## config.mk

```make
export PLATFORM = sky130hd
export DESIGN_NAME = ranged_substring_search
export DESIGN_NICKNAME = d
export VERILOG_FILES = /design/src/rtl/core/rss_pkg.sv /design/src/rtl/core/ranged_substring_search.sv /design/src/rtl/core/rss_cfg_regs.sv /design/src/rtl/core/rss_window_match.sv
export SDC_FILE = /design/constraint.sdc
export NUM_CORES = 1
export LEC_CHECK = 0
export BUFFER_PORTS_ARGS = -buffer_cell sky130_fd_sc_hd__buf_2
export CORE_MARGIN = 4
export CORE_UTILIZATION = 50
export DETAILED_ROUTE_END_ITERATION = 16
export PLACE_DENSITY = 0.67
export SYNTH_ARGS = -nofsm -noshare
export SYNTH_HDL_FRONTEND = slang
export SYNTH_HIERARCHICAL = 1
export SYNTH_SLANG_ARGS = --single-unit
```

## constraint.sdc

```tcl
create_clock -name aclk -period 8.8 [get_ports aclk]
set_input_delay 0.88 -clock aclk [delete_from_list [all_inputs] [get_ports aclk]]
set_output_delay 0.88 -clock aclk [all_outputs]
set_load 0.01 [all_outputs]
```

## src/rtl/core/rss_pkg.sv

```systemverilog
package rss_pkg;

    // Defaults for the top-level parameters.
    localparam int MAX_PATTERN_DEF = 8;
    localparam int INDEX_WIDTH_DEF = 16;

    // Fixed field widths.
    localparam int BYTE_W   = 8;
    localparam int PBYTES_W = 64;
    localparam int PLEN_W   = 4;
    localparam int POS_W    = 16;
    localparam int CIDX_W   = 3;
    localparam int PLANES   = PBYTES_W / BYTE_W;
    localparam int LANE_CNT = 1 << PLEN_W;

    typedef enum logic [1:0] {
        STATUS_SEARCHED = 2'd0,
        STATUS_INVALID  = 2'd1,
        STATUS_TOO_LONG = 2'd2
    } status_t;

    typedef enum logic [CIDX_W-1:0] {
        CFG_PATTERN_BYTES  = 3'd0,
        CFG_PATTERN_LENGTH = 3'd1,
        CFG_RANGE_START    = 3'd2,
        CFG_RANGE_LENGTH   = 3'd3,
        CFG_RANGE_TO_END   = 3'd4
    } cfg_idx_t;

    typedef struct packed {
        logic [PBYTES_W-1:0] pattern_bytes;
        logic [PLEN_W-1:0]   pattern_length;
        logic [POS_W-1:0]    range_start;
        logic [POS_W-1:0]    range_length;
        logic                range_to_end;
    } cfg_t;

    // Pattern byte at a lane; lanes past the stored word read as zero.
    function automatic logic [BYTE_W-1:0] pattern_lane(
        input logic [PBYTES_W-1:0] pattern,
        input logic [PLEN_W-1:0]   lane
    );
        logic [BYTE_W-1:0] lanes [LANE_CNT];
        for (int k = 0; k < LANE_CNT; k++) begin
            lanes[k] = '0;
        end
        for (int k = 0; k < PLANES; k++) begin
            lanes[k] = pattern[k*BYTE_W +: BYTE_W];
        end
        return lanes[lane];
    endfunction

endpackage

```

## src/rtl/core/ranged_substring_search.sv

```systemverilog
// Result path: the input register takes the beat that ends the text, and the
// result register is loaded from it once that beat leaves the input register,
// which raises m_valid.
// Throughput: one text beat per cycle; a closing beat waits only while an
// earlier result is still held and not taken.
// Reset: aresetn is synchronous and active low; it empties the pipeline, clears
// the window, byte count and match tracking, and loads register defaults.
module ranged_substring_search #(
    parameter int MAX_PATTERN = rss_pkg::MAX_PATTERN_DEF,
    parameter int INDEX_WIDTH = rss_pkg::INDEX_WIDTH_DEF
) (
    input  logic                         aclk,
    input  logic                         aresetn,
    input  logic                         s_valid,
    output logic                         s_ready,
    input  logic [rss_pkg::BYTE_W-1:0]   s_text_byte,
    input  logic                         s_carries_byte,
    input  logic                         s_last_byte,
    output logic                         m_valid,
    input  logic                         m_ready,
    output logic                         m_found,
    output logic [rss_pkg::POS_W-1:0]    m_match_position,
    output logic [1:0]                   m_search_status,
    input  logic                         cfg_valid,
    output logic                         cfg_ready,
    input  logic [rss_pkg::CIDX_W-1:0]   cfg_index,
    input  logic [63:0]                  cfg_data
);
    import rss_pkg::*;

    // Width for index arithmetic: holds the saturated count, a 16-bit range
    // sum, and a carry.
    localparam int SW = ((INDEX_WIDTH > POS_W) ? INDEX_WIDTH : POS_W) + 2;

    cfg_t cfg;

    // Configuration writes are always taken; the user must write only while idle, which the block does not enforce.
    assign cfg_ready = 1'b1;

    rss_cfg_regs u_cfg (
        .aclk     (aclk),
        .aresetn  (aresetn),
        .wr_en    (cfg_valid),
        .wr_index (cfg_index),
        .wr_data  (cfg_data),
        .cfg      (cfg)
    );

    // Input register. A beat that ends the text may only leave it when the
    // result register is free or being drained in the same cycle.
    logic              in_valid_reg;
    logic [BYTE_W-1:0] in_byte_reg;
    logic              in_carries_reg;
    logic              in_last_reg;
    logic              out_free;
    logic              advance;
    logic              take;
    logic              finish;

    assign out_free = !m_valid || m_ready;
    assign advance  = in_valid_reg && (!in_last_reg || out_free);
    assign s_ready  = !in_valid_reg || advance;
    assign take     = advance && in_carries_reg;
    assign finish   = advance && in_last_reg;

    always_ff @(posedge aclk) begin
        if (!aresetn) begin
            in_valid_reg <= 1'b0;
        end else if (s_ready) begin
            in_valid_reg <= s_valid;
        end
    end

    always_ff @(posedge aclk) begin
        if (s_valid && s_ready) begin
            in_byte_reg    <= s_text_byte;
            in_carries_reg <= s_carries_byte;
            in_last_reg    <= s_last_byte;
        end
    end

    // Shift window and pattern compare for the byte now being taken.
    logic hit;

    rss_window_match #(
        .MAX_PATTERN (MAX_PATTERN)
    ) u_window (
        .aclk           (aclk),
        .aresetn        (aresetn),
        .shift_en       (take),
        .clear          (finish),
        .text_byte      (in_byte_reg),
        .pattern_bytes  (cfg.pattern_bytes),
        .pattern_length (cfg.pattern_length),
        .hit            (hit)
    );

    // Byte count saturates at 2^INDEX_WIDTH, which marks a text that is too
    // long. Only the first match that fits the range is kept.
    logic [INDEX_WIDTH:0]   bytes_seen_reg, bytes_seen_next;
    logic                   match_seen_reg, match_seen_next;
    logic [INDEX_WIDTH-1:0] first_position_reg, first_position_next;
    logic [INDEX_WIDTH:0]   count_inc;
    logic [SW-1:0]          start_pos;
    logic                   plen_over;
    logic                   check;
    logic                   hit_now;

    assign count_inc = bytes_seen_reg + 1'b1;
    assign start_pos = SW'(count_inc) - SW'(cfg.pattern_length);
    assign plen_over = {4'b0000, cfg.pattern_length} > 8'(MAX_PATTERN);

    always_comb begin
        check = take && !bytes_seen_reg[INDEX_WIDTH] && !count_inc[INDEX_WIDTH]
              && !match_seen_reg && (cfg.pattern_length != '0) && !plen_over
              && (SW'(count_inc) >= SW'(cfg.pattern_length))
              && (start_pos >= SW'(cfg.range_start))
              && (cfg.range_to_end
                  || SW'(count_inc) <= SW'(cfg.range_start) + SW'(cfg.range_length));
        hit_now = check && hit;

        bytes_seen_next     = (take && !bytes_seen_reg[INDEX_WIDTH]) ? count_inc
                                                                     : bytes_seen_reg;
        match_seen_next     = match_seen_reg || hit_now;
        first_position_next = hit_now ? start_pos[INDEX_WIDTH-1:0] : first_position_reg;
    end

    always_ff @(posedge aclk) begin
        if (!aresetn || finish) begin
            bytes_seen_reg     <= '0;
            match_seen_reg     <= 1'b0;
            first_position_reg <= '0;
        end else begin
            bytes_seen_reg     <= bytes_seen_next;
            match_seen_reg     <= match_seen_next;
            first_position_reg <= first_position_next;
        end
    end

    // Final checks, made against the count that includes the last byte.
    logic [SW-1:0] text_len;
    logic [SW-1:0] range_eff;
    logic          found_next;
    logic [POS_W-1:0] pos_next;
    status_t       status_next;

    always_comb begin
        text_len    = SW'(bytes_seen_next);
        range_eff   = cfg.range_to_end ? text_len - SW'(cfg.range_start)
                                       : SW'(cfg.range_length);
        found_next  = 1'b0;
        pos_next    = '0;
        status_next = STATUS_SEARCHED;
        if (bytes_seen_next[INDEX_WIDTH]) begin
            status_next = STATUS_TOO_LONG;
        end else if (plen_over || SW'(cfg.range_start) > text_len) begin
            status_next = STATUS_INVALID;
        end else if (SW'(cfg.range_start) + range_eff > text_len
                     || SW'(cfg.pattern_length) > range_eff) begin
            status_next = STATUS_INVALID;
        end else if (cfg.pattern_length == '0) begin
            found_next = 1'b1;
            pos_next   = cfg.range_start;
        end else if (match_seen_next) begin
            found_next = 1'b1;
            pos_next   = POS_W'(SW'(first_position_next));
        end
    end

    // Result register: loaded only when it is free or drains this cycle.
    logic             m_valid_reg;
    logic             found_reg;
    logic [POS_W-1:0] pos_reg;
    status_t          status_reg;

    always_ff @(posedge aclk) begin
        if (!aresetn) begin
            m_valid_reg <= 1'b0;
        end else if (finish) begin
            m_valid_reg <= 1'b1;
        end else if (m_ready) begin
            m_valid_reg <= 1'b0;
        end
    end

    always_ff @(posedge aclk) begin
        if (finish) begin
            found_reg  <= found_next;
            pos_reg    <= pos_next;
            status_reg <= status_next;
        end
    end

    assign m_valid          = m_valid_reg;
    assign m_found          = found_reg;
    assign m_match_position = pos_reg;
    assign m_search_status  = status_reg;

endmodule

```

## src/rtl/core/rss_cfg_regs.sv

```systemverilog
module rss_cfg_regs (
    input  logic                       aclk,
    input  logic                       aresetn,
    input  logic                       wr_en,
    input  logic [rss_pkg::CIDX_W-1:0] wr_index,
    input  logic [63:0]                wr_data,
    output rss_pkg::cfg_t              cfg
);
    import rss_pkg::*;

    cfg_t cfg_reg, cfg_next;

    always_comb begin
        cfg_next = cfg_reg;
        if (wr_en) begin
            unique case (wr_index)
                CFG_PATTERN_BYTES:  cfg_next.pattern_bytes  = wr_data[PBYTES_W-1:0];
                CFG_PATTERN_LENGTH: cfg_next.pattern_length = wr_data[PLEN_W-1:0];
                CFG_RANGE_START:    cfg_next.range_start    = wr_data[POS_W-1:0];
                CFG_RANGE_LENGTH:   cfg_next.range_length   = wr_data[POS_W-1:0];
                CFG_RANGE_TO_END:   cfg_next.range_to_end   = wr_data[0];
                default:            cfg_next = cfg_reg;
            endcase
        end
    end

    always_ff @(posedge aclk) begin
        if (!aresetn) begin
            cfg_reg <= '{pattern_bytes: '0, pattern_length: '0, range_start: '0,
                         range_length: '0, range_to_end: 1'b1};
        end else begin
            cfg_reg <= cfg_next;
        end
    end

    assign cfg = cfg_reg;

endmodule

```

## src/rtl/core/rss_window_match.sv

```systemverilog
module rss_window_match #(
    parameter int MAX_PATTERN = rss_pkg::MAX_PATTERN_DEF
) (
    input  logic                         aclk,
    input  logic                         aresetn,
    input  logic                         shift_en,
    input  logic                         clear,
    input  logic [rss_pkg::BYTE_W-1:0]   text_byte,
    input  logic [rss_pkg::PBYTES_W-1:0] pattern_bytes,
    input  logic [rss_pkg::PLEN_W-1:0]   pattern_length,
    output logic                         hit
);
    import rss_pkg::*;

    // Entry 0 holds the newest byte.
    logic [BYTE_W-1:0] window_reg [MAX_PATTERN];
    logic [BYTE_W-1:0] shifted    [MAX_PATTERN];

    always_comb begin
        shifted[0] = text_byte;
        for (int k = 1; k < MAX_PATTERN; k++) begin
            shifted[k] = window_reg[k-1];
        end
    end

    // Window entry i lines up with pattern lane (length - 1 - i).
    always_comb begin
        hit = 1'b1;
        for (int i = 0; i < MAX_PATTERN; i++) begin
            if (7'(i) < {3'b000, pattern_length}) begin
                if (shifted[i] != pattern_lane(pattern_bytes,
                                               pattern_length - PLEN_W'(i) - 4'd1)) begin
                    hit = 1'b0;
                end
            end
        end
    end

    always_ff @(posedge aclk) begin
        if (!aresetn || clear) begin
            for (int k = 0; k < MAX_PATTERN; k++) begin
                window_reg[k] <= '0;
            end
        end else if (shift_en) begin
            for (int k = 0; k < MAX_PATTERN; k++) begin
                window_reg[k] <= shifted[k];
            end
        end
    end

endmodule

```

==> impl_results.rst <==
.. list-table::
   :header-rows: 1

   * - Metric
     - Value
   * - Vias in the first global route
     - around 14,000
   * - Arrival time at the worst endpoint
     - just over 8000 ps
   * - Synthesized cell area
     - 17,800 um^2
   * - Flop pwr share
     - just over 40%
   * - Peak ir drop on the vdd network
     - around 150 uV
   * - Run status
     - finished clean
   * - Number of diodes added for antenna fixing
     - 0
   * - Most area-hungry cell type in the Yosys netlist
     - sky130_fd_sc_hd__dfxtp_1
   * - H-tree levels
     - 1
   * - Share of total power in the clock network
     - between 40% and 50%
   * - Initial core utilization
     - ~51%
   * - Distinct cell type count of the synthesized netlist
     - between 100 and 150
   * - Slew at the pin closest to its max-slew limit
     - approximately 1200 ps
   * - R2r endpoint
     - m_match_position[5]
   * - Post-route DRC
     - 0
   * - Die area
     - a little under 40,000 um^2
   * - Max Transition Viols Final
     - 0
   * - Clock transition at the register clock pins on the worst setup and hold paths after CTS
     - 60 ps
   * - Routed vias
     - ~15,000
   * - Worst setup EP type
     - register
   * - WL per Instance
     - 22.1 um
   * - Worst Hold Endpoint
     - u_cfg/cfg[56]
   * - Highest-count cells in the layout ignoring fill and taps
     - sky130_fd_sc_hd__nand2_1, sky130_fd_sc_hd__mux2i_1, sky130_fd_sc_hd__dfxtp_1
   * - Core area
     - around 35,000 um^2
   * - Sw Share
     - between 20 and 30%
   * - Final GP Congestion
     - ~0.95
   * - Setup repair after global routing missed its margin
     - false
   * - P_sw
     - around 0.00078 W
   * - Worst-case headroom to the max-slew limit
     - between 20% and 30%
   * - Total Routed Length
     - between 50,000 and 60,000 um
   * - Number of antenna-violating nets in the routed design
     - 0
   * - Most Used Layer, Global Route
     - met1
   * - Mean cell area of the mapped netlist
     - around 9.6 um^2
   * - Standby leakage power
     - 7.88 nW
   * - Worst Skew
     - 21.3 ps
   * - Crit path required time
     - 9100 ps
   * - Sink count of the clock tree
     - 222
   * - Fraction of met2 tracks used by global routing
     - between 30% and 40%
   * - Hold buffer count at CTS
     - 0
   * - DR pass1 iterations
     - 6
   * - Net count after synthesis
     - 2,061
   * - Buffers added on ports
     - approximately 100
   * - Clock Latency Late Sink
     - around 550 ps
   * - TritonCTS Buffers
     - 27
   * - Count of max-cap constraint violations
     - 0
   * - Synth area leaders
     - sky130_fd_sc_hd__dfxtp_1, sky130_fd_sc_hd__edfxtp_1, sky130_fd_sc_hd__mux2i_1, sky130_fd_sc_hd__mux4_2, sky130_fd_sc_hd__ha_1
   * - Buffer and inverter count on the worst path
     - 0
   * - Number of I/O pins
     - roughly 100
   * - Most common cell after layout, fill and taps aside
     - sky130_fd_sc_hd__nand2_1
   * - Wire length of the first global-routing pass
     - around 80,000 um
   * - Reg2reg path depth
     - 28
   * - Synth top area share
     - around 15%
   * - Critical path class
     - register to register
   * - Global routing usage on met1
     - between 40% and 50%
   * - Instance count after placement with tap cells included
     - 2,329
   * - Cell type group with the largest total delay on the critical path
     - compound AO/OA/AOI/OAI gates
   * - Power share of the combinational group
     - between 10% and 20%
   * - CTS tree
     - built
   * - Sequential area share after synthesis
     - around 30%
   * - Setup Viol. Count Final
     - 0
   * - Critical hold path startpoint
     - u_cfg/cfg[56]
   * - Number of non-filler instances in the completed layout
     - 2,379
   * - Final Core Density
     - around 55%
   * - Areal power density over the cells
     - 143 nW/um^2
   * - Reg-to-reg slack, setup
     - roughly 900 ps
   * - Critical Path Fanout Max
     - 18
   * - Number of nets in the finished design
     - approximately 2,100
   * - HPWL after detailed placement
     - roughly 41,000 um
   * - Worst hold path cell count
     - 2
   * - Die height
     - around 200 um
   * - Startpoint type of the worst setup path
     - register
   * - Initial DRC count
     - 1,481
   * - Met3 routing resource usage after global routing
     - approximately 5.4%
   * - Routed vias/inst
     - roughly 6.2
   * - Total global routing overflow
     - 0
   * - Internal Pwr Total
     - around 0.002 W
   * - Critical register-to-register path startpoint
     - m_valid
   * - Final period util
     - 89.8%
   * - Path type of the worst min-delay path
     - register to register
   * - Flip-flop count of the largest register after layout
     - between 100 and 150
   * - Antenna violations before repair
     - 1
   * - Buffer levels on the longest clock path
     - 3
   * - Number of standard-cell rows in the floorplan
     - between 60 and 70
   * - Warnings from Yosys
     - 6
   * - Time the final worst path needs with I/O delays and setup
     - roughly 8000 ps
   * - EDFF count, synth
     - between 80 and 90
   * - Critical path's slowest cell
     - sky130_fd_sc_hd__a2111oi_0
   * - Most used flip-flop cell after synthesis
     - sky130_fd_sc_hd__dfxtp_1
   * - Post-CTS Resized
     - 0
   * - GR Util All Layers
     - between 20% and 30%
   * - Highest cell delay on the worst timing path
     - between 500 and 600 ps
   * - Number of buffers inserted by post-CTS setup repair
     - 0
   * - Horiz. Die Dim
     - between 150 and 200 um
   * - Master cell of the clock root buffer
     - sky130_fd_sc_hd__clkbuf_16
   * - Final hold violations
     - 0
   * - Cells after Synth
     - approximately 1,900
   * - Proportion of layout cells with a drive suffix above 1
     - 16.1%
   * - TNS Setup
     - 0 ps
   * - Largest net degree at the start of global routing
     - 74
   * - Area added between synthesis and finish
     - 8.41%
   * - Maximum achievable frequency
     - between 100 and 150 MHz
   * - #FFs+latches synth
     - about 220
   * - Share of synthesized flip-flops with an asynchronous set or reset
     - 0%
==> stage by stage <==
step                setup WS, ps  total power (W)  hold slack [ps]  cell area (um^2)
detailed placement           224          0.00164              485             18400
finish                       896          0.00277              496             19300
global route                 148          0.00288              503             19300
CTS                          752          0.00279              489             19300
floorplan                   1260          0.00150              450             17800
global placement             423          0.00163              466             18400
==> worst register-to-register path: cells and delay by family (launching register included) <==
| family | cells | cell delay, ps |
|---|---|---|
| compound gates | 12 | 3200 |
| xor+xnor | 2 | 360 |
| fa+ha+maj | 4 | 1320 |
| flops | 1 | 300 |
| mux | 1 | 260 |
| simple gates | 9 | 2240 |
==> worst max-delay path by stage <==
stage,start,to,depth (start not counted)
global route,m_valid,m_match_position[15],28
floorplan,m_ready,m_match_position[10],31
detailed placement,m_ready,m_match_position[5],29
global placement,m_ready,m_match_position[0],29
finish,m_valid,m_match_position[5],28
CTS,m_valid,m_match_position[5],28
==> final cells by class <==
| type | instances | area, um^2 |
|---|---|---|
| well taps | 455 | 569 |
| inverters | 85 | 319 |
| clock buffers | 37 | 763 |
| flip-flops and latches | 222 | 5300 |
| clock inverters | 13 | 154 |
| multi-input cells | 1446 | 11600 |
| repair buffers | 121 | 656 |
| fillers | 3198 | 15500 |
==> kinds of logic (layout without fill, tap and decap cells) <==
family / Yosys count / count (layout) / synth area share, %
simple gates: 626 / 626 / 17.6
xor+xnor: 122 / 122 / 6.15
buf+inv: 188 / 256 / 5.66
flops: 222 / 222 / 29.7
compound gates: 316 / 316 / 12.6
mux: 258 / 258 / 19.5
other cells: 1 / 1 / 0.0210
fa+ha+maj: 123 / 123 / 8.79
==> power groups by stage <==
stage          sequential (W)  clock, W  combinational [W]
3_3_place_gp          0.00117         0           0.000463
3_5_place_dp          0.00117         0           0.000470
4_1_cts               0.00115   0.00117           0.000472
2_1_floorplan         0.00115         0           0.000352
5_1_grt               0.00115   0.00120           0.000524
6_report              0.00115   0.00115           0.000478
==> cells in the mapped netlist (all sizes together) (9+ instances only) <==
cell	number
inv	84
xnor2	84
nor4	20
buf	61
and3	71
a21o	17
mux2i	167
a2111oi	23
nand2	254
nor2b	22
dfxtp	137
clkbuf	42
and2	13
ha	119
nor2	88
mux2	21
nand2b	18
o21a	10
a31oi	10
a21oi	92
nor3	26
nand3	43
a221oi	17
mux4	70
edfxtp	85
o211ai	24
o2111ai	9
o21ai	42
xor2	38
nand4	23
==> per-layer routing <==
| metal | vias to the layer above | share of wire, % |
|---|---|---|
| met5 | - | 0 |
| met4 | 0 | 1.8 |
| met3 | 60 | 9.9 |
| met2 | 581 | 41 |
| met1 | 7187 | 47 |
| li1 | 6973 | - |
Note: power is estimated with default switching activity, not from simulation.
